`src/rtl/assert_macros.svh`:
```
// assertion helpers, clocked on clk_i and held off while rst_ni is low
`ifndef ASSERT_MACROS_SVH
`define ASSERT_MACROS_SVH

`ifndef SYNTHESIS
`define STM_ASSERT(lbl, prop, msg) \
  lbl: assert property (@(posedge clk_i) disable iff (!rst_ni) prop) else $error(msg);
`define STM_ASSERT_NEVER(lbl, expr, msg) \
  lbl: assert property (@(posedge clk_i) disable iff (!rst_ni) !(expr)) else $error(msg);
`else
`define STM_ASSERT(lbl, prop, msg)
`define STM_ASSERT_NEVER(lbl, expr, msg)
`endif

`endif

```
`src/rtl/stm_pkg.sv`:
```
package stm_pkg;

  localparam int SLOT_COUNT = 64;
  localparam int SLOT_AW    = (SLOT_COUNT > 1) ? $clog2(SLOT_COUNT) : 1;
  localparam int IDX_W      = 6;
  localparam int TIME_W     = 64;

  typedef enum logic [1:0] {
    KIND_START = 2'd0,
    KIND_STOP  = 2'd1,
    KIND_READ  = 2'd2,
    KIND_CLEAR = 2'd3
  } kind_e;

  typedef enum logic [1:0] {
    ST_IDLE,
    ST_CALC,
    ST_UPD
  } state_e;

  // one slot row as stored in the slot ram, start stamp in the lowest bits
  typedef struct packed {
    logic [TIME_W-1:0] worst;
    logic [TIME_W-1:0] tally;
    logic [TIME_W-1:0] total;
    logic [TIME_W-1:0] start;
  } row_t;

  localparam int ROW_W = $bits(row_t);

  typedef struct packed {
    logic load_in;    // capture the accepted beat, launch the row read
    logic clear_all;  // drop every slot back to zero
    logic latch_row;  // register the row and the span of a start or stop
    logic ram_we;     // write the updated row back
    logic load_out;   // load a read result into the output register
  } cmd_t;

  typedef struct packed {
    kind_e kind;      // kind of the item in flight
    logic  out_free;  // output register empty or emptied this cycle
  } sts_t;

endpackage

```
`src/rtl/stm_ctrl.sv`:
```
module stm_ctrl (
  input  logic          clk_i,
  input  logic          rst_ni,
  input  logic          in_valid_i,
  input  stm_pkg::kind_e in_kind_i,
  output logic          in_ready_o,
  input  stm_pkg::sts_t sts_i,
  output stm_pkg::cmd_t cmd_o
);

  import stm_pkg::*;

  state_e state_q, state_d;

  always_ff @(posedge clk_i or negedge rst_ni) begin
    if (!rst_ni) begin
      state_q <= ST_IDLE;
    end else begin
      state_q <= state_d;
    end
  end

  always_comb begin
    state_d    = state_q;
    cmd_o      = '0;
    in_ready_o = 1'b0;
    unique case (state_q)
      ST_IDLE: begin
        in_ready_o = 1'b1;
        if (in_valid_i) begin
          if (in_kind_i == KIND_CLEAR) begin
            cmd_o.clear_all = 1'b1;
          end else begin
            cmd_o.load_in = 1'b1;
            state_d       = ST_CALC;
          end
        end
      end
      ST_CALC: begin
        if (sts_i.kind == KIND_READ) begin
          // wait here while an earlier result is still unclaimed
          if (sts_i.out_free) begin
            cmd_o.load_out = 1'b1;
            state_d        = ST_IDLE;
          end
        end else begin
          cmd_o.latch_row = 1'b1;
          state_d         = ST_UPD;
        end
      end
      ST_UPD: begin
        cmd_o.ram_we = 1'b1;
        state_d      = ST_IDLE;
      end
      default: begin
        state_d = ST_IDLE;
      end
    endcase
  end

endmodule

```
`config.mk`:
```
export PLATFORM = sky130hd
export DESIGN_NAME = stm_ctrl
export DESIGN_NICKNAME = d
export VERILOG_FILES = /design/src/rtl/assert_macros.svh /design/src/rtl/stm_pkg.sv /design/src/rtl/stm_ctrl.sv
export SDC_FILE = /design/constraint.sdc
export NUM_CORES = 1
export LEC_CHECK = 0
export BUFFER_PORTS_ARGS = -buffer_cell sky130_fd_sc_hd__buf_4
export CAP_MARGIN = 20
export CORE_AREA = 3 3 40 42
export CTS_CLUSTER_DIAMETER = 150
export DETAILED_ROUTE_END_ITERATION = 10
export DIE_AREA = 0 0 43 45
export PLACE_DENSITY = 0.39
export SETUP_SLACK_MARGIN = 0.05
export SLEW_MARGIN = 20
export SYNTH_ARGS = -nofsm -noshare
export SYNTH_HDL_FRONTEND = slang
export SYNTH_SLANG_ARGS = --single-unit
```
`constraint.sdc`:
```
create_clock -name clk_i -period 1.54 [get_ports clk_i]
set_clock_uncertainty 0.15 [all_clocks]
set_input_delay 0.308 -clock clk_i [delete_from_list [all_inputs] [get_ports clk_i]]
set_output_delay 0.308 -clock clk_i [all_outputs]
set_load 0.05 [all_outputs]
```
# Word level (Yosys, flattened, before mapping)
# Cells that the tools add are included.
[word_totals]
register_bits = 2
inputBits = 8
output_inout_bits = 6
wordCells = 26
[classes]
eq_ne = 7
muxes = 16
reduce_logical = 2
[op_table]
columns = ["op", "count"]
rows = [
  ["2-bit 2-to-1 mux", 6],
  ["1-bit 2-to-1 mux", 9],
  ["2-bit equality test, second input constant", 3],
  ["2-bit != test, second input constant", 2],
  ["2-bit one-hot mux with 2 select lines", 1],
  ["3-bit != test, second input constant", 1],
  ["3-bit AND reduction", 1],
  ["2-bit by 1-bit equality test with 1-bit output, second input constant", 1],
  ["2-bit logical NOT", 1],
]

# Longest topological paths before layout
[logic_depth]
depth_word = 4
ltp_mapped = 3
mapped_depth_nobuf = 2

# Least setup slack after synthesis
# OpenSTA, ideal clock, no wires.
[synth_path]
kind = "register to output"
start = "register state_q[0]"
end = "output cmd_o[3] (netlist name)"
arrival_ps = 1447
required_ps = 1082
slack_ps = -365
stages_incl_launch_ff = 3
path_buffers = 0
cell_sequence = "dfrtp_1 > or3b_4 > nor2_1"
[synth_lines]
columns = ["element", "line_no", "rtl"]
rows = [
  ["from (decl)", "stm_ctrl.sv:13", "state_e state_q, state_d;"],
  ["from (signal assigned)", "stm_ctrl.sv:19", "state_q <= state_d;"],
  ["to (decl)", "stm_ctrl.sv:8", "output stm_pkg::cmd_t cmd_o"],
]

==> results.toml <==
[outcome]
status = "finished, violations left"
violations = "setup timing"

[routing]
vias_per_cell = 3.88
vias = 198
drt_iter0_drc = 2
wl_per_cell_um = 11.1
ant_nets = 0
drt-total-wl_um = 566
route.detailed.drc = 0
dr.pass1.iters = 3

[placed_design]
placed_area_um2 = 292
io_buffers = 13
placed_cells = 45
place_congestion = 0.772

[cts]
cts_tree = "built"
numCtsBuffers = 3
clk_pin_slew_ns = 0.03
cts.htree.levels = 1
clockBufferDepth = 2
worstSkewPairLatency_ns = 0.23
cts_root_buffer = "clkbuf_4"
cts.sink_count = 2

[grt]
antenna_found_initial = 0
grt_pass1_vias = 212
grt.overflow.total = 0
grt_first_pass_wirelength_um = 910
track_usage_pct = 6.75
grt_max_degree = 6

[pwr]
power.density_nw_per_um2 = 940
power.total_uw = 363
ir_drop_v = 0.000375
p_leak_nw = 0.186

[floorplanning]
fp.dieH_um = 45
fp.dieW_um = 43
core_area_um2 = 1280
placementRows = 13
ios = 14
initial_core_util_pct = 11.8
dieArea_um2 = 1940

[sta]
max_freq_mhz = 558
rsz0062_at_grt = "yes"
hold_viol = 0
period_needed_ns = 1.79
timing_worst_slew_pin_value_ns = 0.195
drv_slew = 0
maxSlewHeadroom_pct = 86.9
final-setup-viol-count = 5
postLayoutSetupSlackWorst_ns = -0.252
finalCritPeriodShare_pct = 116

[worst_setup_path]
crit_family = "simple AND/OR/NAND/NOR gates"
required_ns = 1.08
path_buf_inv = 1
critPathKind = "reg2out"
cp-end-kind = "primary output"
cp.arrival_ns = 1.33
critPathMaxStageDelay_ns = 0.42
worst_path_max_delay_cell = "or3b_4"
worstPathCellList = "or3b_4, a21oi_4, buf_6"
cp-start-kind = "flip-flop"
critPathMaxFanout = 4
r2r_slack_ns = 0.21
path_depth = 3
ff2ff_path_depth = 4

[cells_and_area]
final_util_pct = 30.1
area_growth_syn_to_layout_pct = 155
drive_gt1_share_pct = 75.0
largest_reg_flops = 2
reg_top3 = "state_q (2)"
fin_cells = 51
multi_input_area_um2 = 120
num-nets-final = 46
num_antenna_cells = 0
design_area_um2 = 387
nFillCells = 143
seq_area_um2 = 50.0
top_register = "state_q"

[synthesis]
synth_top_area_share_pct = 33.1
ys_ff_latch = 2
synth.net_count = 24
synthTopCellsByArea = "dfrtp_1, nor3b_1, and4bb_1"
yosysSeqAreaShare_pct = 33.1
avgSynthCellArea_um2 = 9.46
ys_warn_count = 0
synthCells = 16
yosys.area.top_type = "dfrtp_1"
synth_cell_type_count = 13
synth_area_um2 = 151

[job]
maxCapViolCount = 0

[min_path]
holdPathStages = 2
hp-class = "in2reg"
-- path summary, 6_finish.rpt --
path	startpoint	to
hold reg to reg	state_q[1]	state_q[1]
min in group asynchronous	rst_ni	state_q[0]
setup reg to reg	state_q[0]	state_q[0]
max in group asynchronous	rst_ni	state_q[1]
hold / removal	in_valid_i	state_q[0]
setup / recovery	state_q[1]	cmd_o[4]
-- metrics by stage --
stage	setup WS [ns]	TNS, ns	hold slack (ns)
finish	-0.252	-0.718	0.223
global route	-0.308	-1.02	0.226
CTS	-0.270	-0.761	0.208
detailed placement	-0.0484	-0.0690	-0.0578
global placement	-0.0375	-0.0427	-0.0588
floorplan	-0.0590	-0.114	-0.138
-- synth_stat cells --
cell type and instances:
dfrtp_1 2, nor2_1 2, nor3b_1 2, a21oi_2 1, a32o_1 1, and2_1 1, and2b_2 1, and4bb_1 1
buf_4 1, inv_1 1, nand2_1 1, nor2b_1 1, or3b_4 1
-- final cells by class --
class / instances / share of cell area [%]
Timing Repair Buffer: 18 / 44.3
Multi-Input combinational cell: 12 / 31.1
Sequential cell: 2 / 12.9
Clock buffer: 3 / 5.83
Tap cell: 15 / 4.85
Inverter: 1 / 0.971
-- report_power, final --
| part | switching [mW] | internal [mW] | total, mW |
|---|---|---|---|
| registers | 0.00571 | 0.0592 | 0.0649 |
| logic | 0.0977 | 0.0841 | 0.182 |
| clock network | 0.0308 | 0.0860 | 0.117 |
| total | 0.134 | 0.229 | 0.363 |
-- placed cells by master (no fill, tap or decap), drive strengths merged --
cell	count
buf	17
clkbuf	3
nor2	2
dfrtp	2
nor3b	2
and2b	1
and4bb	1
and2	1
or3b	1
a21oi	1
nand2	1
nor2b	1
inv	1
a32o	1
dlygate4sd3	1
-- layer usage --
layer / track usage, % / vias to the layer above / wire [um]
li1: - / 97 / -
met1: 7.97 / 87 / 229
met2: 8.68 / 14 / 265
met3: 3.98 / 0 / 71
met4: 5.42 / 0 / 0
met5: 0 / - / 0
-- kinds of logic (layout without fill, tap and decap cells) --
kind of cell,count (synthesis),in the layout,share of synthesized area [%]
simple gates,10,10,47.1
compound gates,2,2,12.4
flops,2,2,33.1
buf+inv,2,22,7.44
-- timing repair --
action | in CTS | in global routing
gates resized for setup | 11 | 2
endpoints found under the setup margin | 6 | 6
hold buffers | 1 | 0
pin swaps | 3 | 0
endpoints found under the hold margin | 2 | 0
setup buffers | 1 | 1
(Power assumes the default switching activity.)
